[config.mk]
export PLATFORM = sky130hd
export DESIGN_NAME = fbpa_stride
export DESIGN_NICKNAME = d
export VERILOG_FILES = /design/src/rtl/core/fbpa_pkg.sv /design/src/rtl/core/fbpa_stride.sv
export SDC_FILE = /design/constraint.sdc
export NUM_CORES = 1
export LEC_CHECK = 0
export ABC_AREA = 1
export BUFFER_PORTS_ARGS = -buffer_cell sky130_fd_sc_hd__buf_4
export CAP_MARGIN = 20
export CORE_UTILIZATION = 35
export CTS_BUF_LIST = sky130_fd_sc_hd__clkbuf_16
export DETAILED_ROUTE_END_ITERATION = 16
export MAX_ROUTING_LAYER = met4
export RECOVER_POWER = 100
export SKIP_LAST_GASP = 1
export SLEW_MARGIN = 30
export SYNTH_ARGS = -nofsm -noshare
export SYNTH_HDL_FRONTEND = slang
export SYNTH_SLANG_ARGS = --single-unit
[constraint.sdc]
create_clock -name clk_i -period 1.1 [get_ports clk_i]
set_input_delay 0.165 -clock clk_i [delete_from_list [all_inputs] [get_ports clk_i]]
set_output_delay 0.165 -clock clk_i [all_outputs]
set_load 0.01 [all_outputs]
[src/rtl/core/fbpa_pkg.sv]
package fbpa_pkg;

  // Default pool geometry
  localparam int unsigned POOL_BLOCKS_DEF = 1024;
  localparam int unsigned BLOCK_ALIGN_DEF = 8;
  localparam int unsigned MIN_STRIDE      = 8;

  // Field and register widths
  localparam int unsigned SizeW    = 17;
  localparam int unsigned CountW   = 11;
  localparam int unsigned CfgW     = 17;
  localparam int unsigned CfgIdxW  = 1;
  localparam int unsigned IndexW   = 10;
  localparam int unsigned StatusW  = 2;
  localparam int unsigned OffsetW  = 26;
  // Largest stride: a 17-bit size rounded up to the alignment
  localparam int unsigned StrideW  = 18;

  // Register reset values
  localparam logic [SizeW-1:0]  BLOCK_SIZE_RST  = SizeW'(8);
  localparam logic [CountW-1:0] BLOCK_COUNT_RST = CountW'(1024);

  typedef enum logic [CfgIdxW-1:0] {
    CFG_BLOCK_SIZE  = 1'b0,
    CFG_BLOCK_COUNT = 1'b1
  } cfg_idx_e;

  typedef enum logic {
    CMD_ALLOC = 1'b0,
    CMD_FREE  = 1'b1
  } cmd_e;

  typedef enum logic [StatusW-1:0] {
    STAT_OK        = 2'd0,
    STAT_EMPTY     = 2'd1,
    STAT_BAD_INDEX = 2'd2
  } status_e;

  typedef enum logic {
    S_IDLE = 1'b0,
    S_LINK = 1'b1
  } state_e;

  // Stride unit to top level
  typedef struct packed {
    logic               busy;
    logic [StrideW-1:0] stride;
  } stride_t;

endpackage

[src/rtl/core/fbpa_stride.sv]
module fbpa_stride #(
  parameter int unsigned BLOCK_ALIGN = fbpa_pkg::BLOCK_ALIGN_DEF
) (
  input  logic                       clk_i,
  input  logic                       rst_ni,
  input  logic                       restart_i,
  input  logic [fbpa_pkg::SizeW-1:0] block_size_i,
  output fbpa_pkg::stride_t          stride_o
);
  import fbpa_pkg::*;

  // Rounding sum: raised size plus align-1 stays below 2^18
  localparam int unsigned SumW  = 18;
  localparam int unsigned AlgL  = $clog2(BLOCK_ALIGN);
  localparam int unsigned Sh    = SumW + AlgL;
  localparam int unsigned MW    = SumW + 1;
  localparam longint unsigned RecipL =
    ((64'd1 << Sh) + 64'(BLOCK_ALIGN) - 64'd1) / 64'(BLOCK_ALIGN);
  localparam logic [MW-1:0]      Recip  = MW'(RecipL);
  localparam logic [SumW-1:0]    AlignM = SumW'(BLOCK_ALIGN - 1);
  localparam logic [StrideW-1:0] AlignC = StrideW'(BLOCK_ALIGN);
  localparam logic [SizeW-1:0]   MinS   = SizeW'(MIN_STRIDE);

  logic [SumW-1:0]    sum_d, sum_q;
  logic [SumW+MW-1:0] recip_prod;
  logic [SumW-1:0]    quot_d, quot_q;
  logic [SumW+StrideW-1:0] stride_prod;
  logic [StrideW-1:0] stride_d, stride_q;
  logic [1:0]         settle_d, settle_q;

  // Raise to the minimum and add align-1
  always_comb begin
    if (block_size_i < MinS) begin
      sum_d = SumW'(MinS) + AlignM;
    end else begin
      sum_d = SumW'(block_size_i) + AlignM;
    end
  end

  // Divide by the alignment through the reciprocal, then scale back
  assign recip_prod  = sum_q * Recip;
  assign quot_d      = SumW'(recip_prod >> Sh);
  assign stride_prod = quot_q * AlignC;
  assign stride_d    = stride_prod[StrideW-1:0];

  always_ff @(posedge clk_i) begin
    sum_q    <= sum_d;
    quot_q   <= quot_d;
    stride_q <= stride_d;
  end

  // Count down while the three stages settle
  always_comb begin
    if (restart_i) begin
      settle_d = 2'd3;
    end else if (settle_q != 2'd0) begin
      settle_d = settle_q - 2'd1;
    end else begin
      settle_d = settle_q;
    end
  end

  always_ff @(posedge clk_i or negedge rst_ni) begin
    if (!rst_ni) begin
      settle_q <= 2'd3;
    end else begin
      settle_q <= settle_d;
    end
  end

  assign stride_o.busy   = (settle_q != 2'd0);
  assign stride_o.stride = stride_q;

endmodule

-- Word-level counts from Yosys, hierarchy flattened
Cells that the tools add are included.
- logic and storage cells: 11
- flip-flop bits (word level): 50
- output and inout port bits: 19
- input port bits: 20
- order comparisons: 1
- mux-type cells: 2
- add/sub/neg operators: 2
- reductions and logical operators: 2
- operators by type and width (kind ; count):
    17-bit by 3-bit adder with 18-bit output (second input constant) ; 1
    17-bit by 4-bit less-than comparator with 1-bit output (second input constant) ; 1
    2-bit two-way mux ; 2
    2-bit nonzero test ; 2
    2-bit by 1-bit subtractor with 2-bit output (second input constant) ; 1

-- Longest topological paths before layout
- depth after elaboration: 3
- gate-level depth with buffers: 7
- depth with buffers taken out: 7

-- Worst setup path after synthesis
No wires, ideal clock.
- path kind: reg-to-reg
- start point: register settle_q[0]
- end point: register settle_q[0]
- cell stages (with the launch flop): 5
- path buffers: 0
- period minus slack after synthesis: 1.060 ns
- slack: 0.040 ns
- arrival time: 0.974 ns
- data required time: 1.015 ns
- library setup time: 0.085 ns
- path through: dfstp_2 -> inv_1 -> ha_1 -> a21oi_1 -> o21ai_0
- cells in the longest elaborated chain, start to end: 3
- elaborated cells on any way between the ends: 5
- those cells by class: add/sub (1); mux (2); reduce/logical (2)
- RTL lines (item ; RTL line ; text):
    start, declared ; fbpa_stride.sv:29 ; logic [1:0] settle_d, settle_q;
    start signal, assigned ; fbpa_stride.sv:67 ; settle_q <= settle_d;
    2-bit by 1-bit subtractor with 2-bit output ; fbpa_stride.sv:57 ; settle_d = settle_q - 2'd1;
    2-bit two-way mux ; fbpa_stride.sv:56 ; end else if (settle_q != 2'd0) begin
    2-bit two-way mux ; fbpa_stride.sv:54 ; if (restart_i) begin
Parallel ways exist; a longest one is shown, timed or not. The select of a mux whose other input is x is not followed.
A chain may end at the register's enable or synchronous reset.

==> qor.yml <==
clock_tree:
  cts.sinks: 47
  htree_levels: 2
  numCtsBuffers: 5
  clock-root-buffer: "clkbuf_16"
  cts_tree: "yes"
  cts.clk_slew.worst_paths_ns: 0.06
  clk_path_buf_depth: 2
  clk_latency_ns: 0.27
worst_setup_path:
  critPathArrivalTime_ns: 1.13
  cp-end-kind: "output pin"
  criticalPathCategory: "reg2out"
  cp_max_fo: 2
  worst_setup_path_start_kind: "flop"
  reg2reg_slack_ns: -0.14
  cp.required_ns: 0.94
min_path:
  hold_class: "in2reg"
timing:
  setup_tns_ns: -0.444
  fin_crit_ns: 1.29
  hold_slack_ns: 0.0972
  max_clock_freq_mhz: 775
  fin_crit_sh_pct: 117
  setup_viol: 3
  skew_ns: 0.00237
  worst_slack_ns: -0.191
  maxSlewViolCount: 0
  finalHoldViolCount: 0
  rsz0062_at_grt: "true"
synthesis:
  synth_top_family_by_area: "simple AND/OR/NAND/NOR gates"
  syn_area_per_cell_sq_um: 9.25
  netlist_top_cells_area: "dfxtp_1, nand2_1, inv_1"
  muxShareOfSynthArea_pct: 0
  synth-xor-area-share_pct: 1.74
  syn_area_sq_um: 1510
  synth_top_area_cell: "dfxtp_1"
  synthCells: 163
  synth.distinct_cells: 21
  synth-adder-area-share_pct: 0.830
  synth-compound-area-share_pct: 2.99
  synth_warnings: 0
  ys_ff_latch: 47
  synthDominantCellAreaShare_pct: 59.8
  yosys.area_share.simple_pct: 24.0
  ys_seq_area_share_pct: 63.2
cells_and_area:
  nNetsFinal: 230
  design_area_sq_um: 1930
  syn_to_final_growth_pct: 28.1
  drive_gt1_share_pct: 19.6
  fillers: 422
  diodes: 0
  stdcell_count: 259
  fin_util_pct: 47.6
power:
  ir_worst_vdd_mv: 0.696
  swShare_pct: 20.6
  pwr-share-seq_pct: 52.8
  cellPowerDensity_nw_per_um2: 1820
  comb_power_share_pct: 9.3
  p_switching_w: 0.000725
  clkPwrFrac_pct: 37.8
  intPower_w: 0.00280
  leakage_nw: 0.893
route:
  viasPerCell: 4.14
  highest_layer: "met4"
  wl_met1_um: 1250
  wl_met3_um: 134
  ant_nets: 0
  met2_length_um: 1080
  wirelength_um: 2520
  drtIter0Drc: 28
  wl_per_cell_um: 9.72
  drc: 0
  vias: 1071
  first_pass_iters: 4
global_routing:
  antenna_found_initial: 0
  track_usage_pct: 12.9
  grt_remaining_overflow: 0
  grt_pass1_wl_um: 4100
  grt_pass1_vias: 1002
  grt_max_degree: 14
floorplanning:
  fp.dieH_um: 67.6
  die_w_um: 67.6
  initial_core_util_pct: 37.2
  coreArea_sq_um: 4060
  dieArea_sq_um: 4570
  row_count: 23
  ios: 39
status:
  status: "finished with violations"
  violations: "negative setup slack"
placed_design:
  placed_area_sq_um: 1830
  globalplace.congestion: 0.886
  place_inst: 248
  port_buffers: 35
  dpl.hpwl_um: 1840
flow_run:
  drv_cap: 0
through the flow:
stage	total power [W]	setup slack, ns
2_1_floorplan	0.00204	0.0404
3_3_place_gp	0.00219	0.00278
3_5_place_dp	0.00220	-0.0129
4_1_cts	0.00358	-0.203
5_1_grt	0.00370	-0.234
6_report	0.00352	-0.191
worst max-delay path, cell delays in order, from the launching register on:
cell     delay (ns)
dfstp_2        0.53
inv_2          0.04
ha_4           0.15
inv_2          0.04
buf_6          0.09
power by group through the flow:
| stage | clock network, W | logic, W | registers, W |
|---|---|---|---|
| after floorplan | 0 | 0.000127 | 0.00191 |
| after global placement | 0 | 0.000300 | 0.00189 |
| after detailed placement | 0 | 0.000305 | 0.00190 |
| after CTS | 0.00138 | 0.000345 | 0.00186 |
| after global routing | 0.00146 | 0.000368 | 0.00187 |
| final | 0.00133 | 0.000328 | 0.00186 |
cell families (layout without fill, tap and decap cells):
family                   Yosys count  count (layout)
AND/OR/NAND/NOR                   77              77
flip-flops                        47              47
buffers and inverters             25              69
AO/OA/AOI/OAI                      9               9
XOR/XNOR                           3               3
adder cells (fa/ha/maj)            1               1
other                              1               3
synthesized netlist by cell type:
cell,n
dfstp_2,2
nor2_1,16
inv_1,21
o21ai_0,5
conb_1,1
a21oi_1,3
nand4_1,8
inv_2,1
nand2_1,36
o21ai_1,1
nand2_4,1
nor2_2,1
nand2_2,3
nor2_4,3
buf_4,3
nand3_1,8
dfxtp_1,45
xor2_1,2
ha_1,1
xnor2_1,1
or2_2,1
final cells by class:
class                           instances  area [sq um]  area share [%]
Clock buffer                            5           125            6.48
Sequential cell                        47           953            49.4
Tap cell                               50          62.6            3.24
Timing Repair Buffer                   40           250            13.0
Clock inverter                          2          8.76           0.453
Multi-Input combinational cell         93           449            23.3
Inverter                               22          82.6            4.27
repair_timing:
item | in CTS | in global routing
hold buffers | 1 | 0
setup buffers | 2 | 2
pin swaps | 2 | 2
setup endpoints to repair | 2 | 3
resized for setup | 9 | 3
endpoints found under the hold margin | 2 | 0
cells in the final DEF (no fill, tap or decap), types with 3 or more instances in the layout:
master,count
conb_1,3
nand4_1,8
nand2_1,39
inv_2,3
inv_1,18
o21ai_1,3
nor2_1,18
o21ai_0,3
buf_4,20
nand3_1,8
clkbuf_16,5
clkbuf_1,16
dfxtp_1,45
path summary, 6_finish.rpt:
| kind | cells past startpoint | endpoint | from |
|---|---|---|---|
| worst max-delay path | 4 | stride_o[18] | settle_q[0] |
| worst min-delay path | 3 | sum_q[16] | block_size_i[16] |
| worst max register to register | 6 | settle_q[1] | settle_q[0] |
| worst min register to register | 0 | stride_q[7] | quot_q[4] |
| max in group asynchronous | 2 | settle_q[1] | rst_ni |
| min in group asynchronous | 2 | settle_q[0] | rst_ni |
flip-flops by register name (all words and copies together), names as in the netlist:
name and cells:
quot_q 15, stride_q 15, sum_q 15, settle_q 2
layer usage:
metal,vias up,global-route usage (%)
met5,-,-
met4,0,7.98
met3,4,4.05
met2,35,19.8
met1,442,14.4
li1,590,-
No activity file was read; power rests on OpenSTA's default activity.
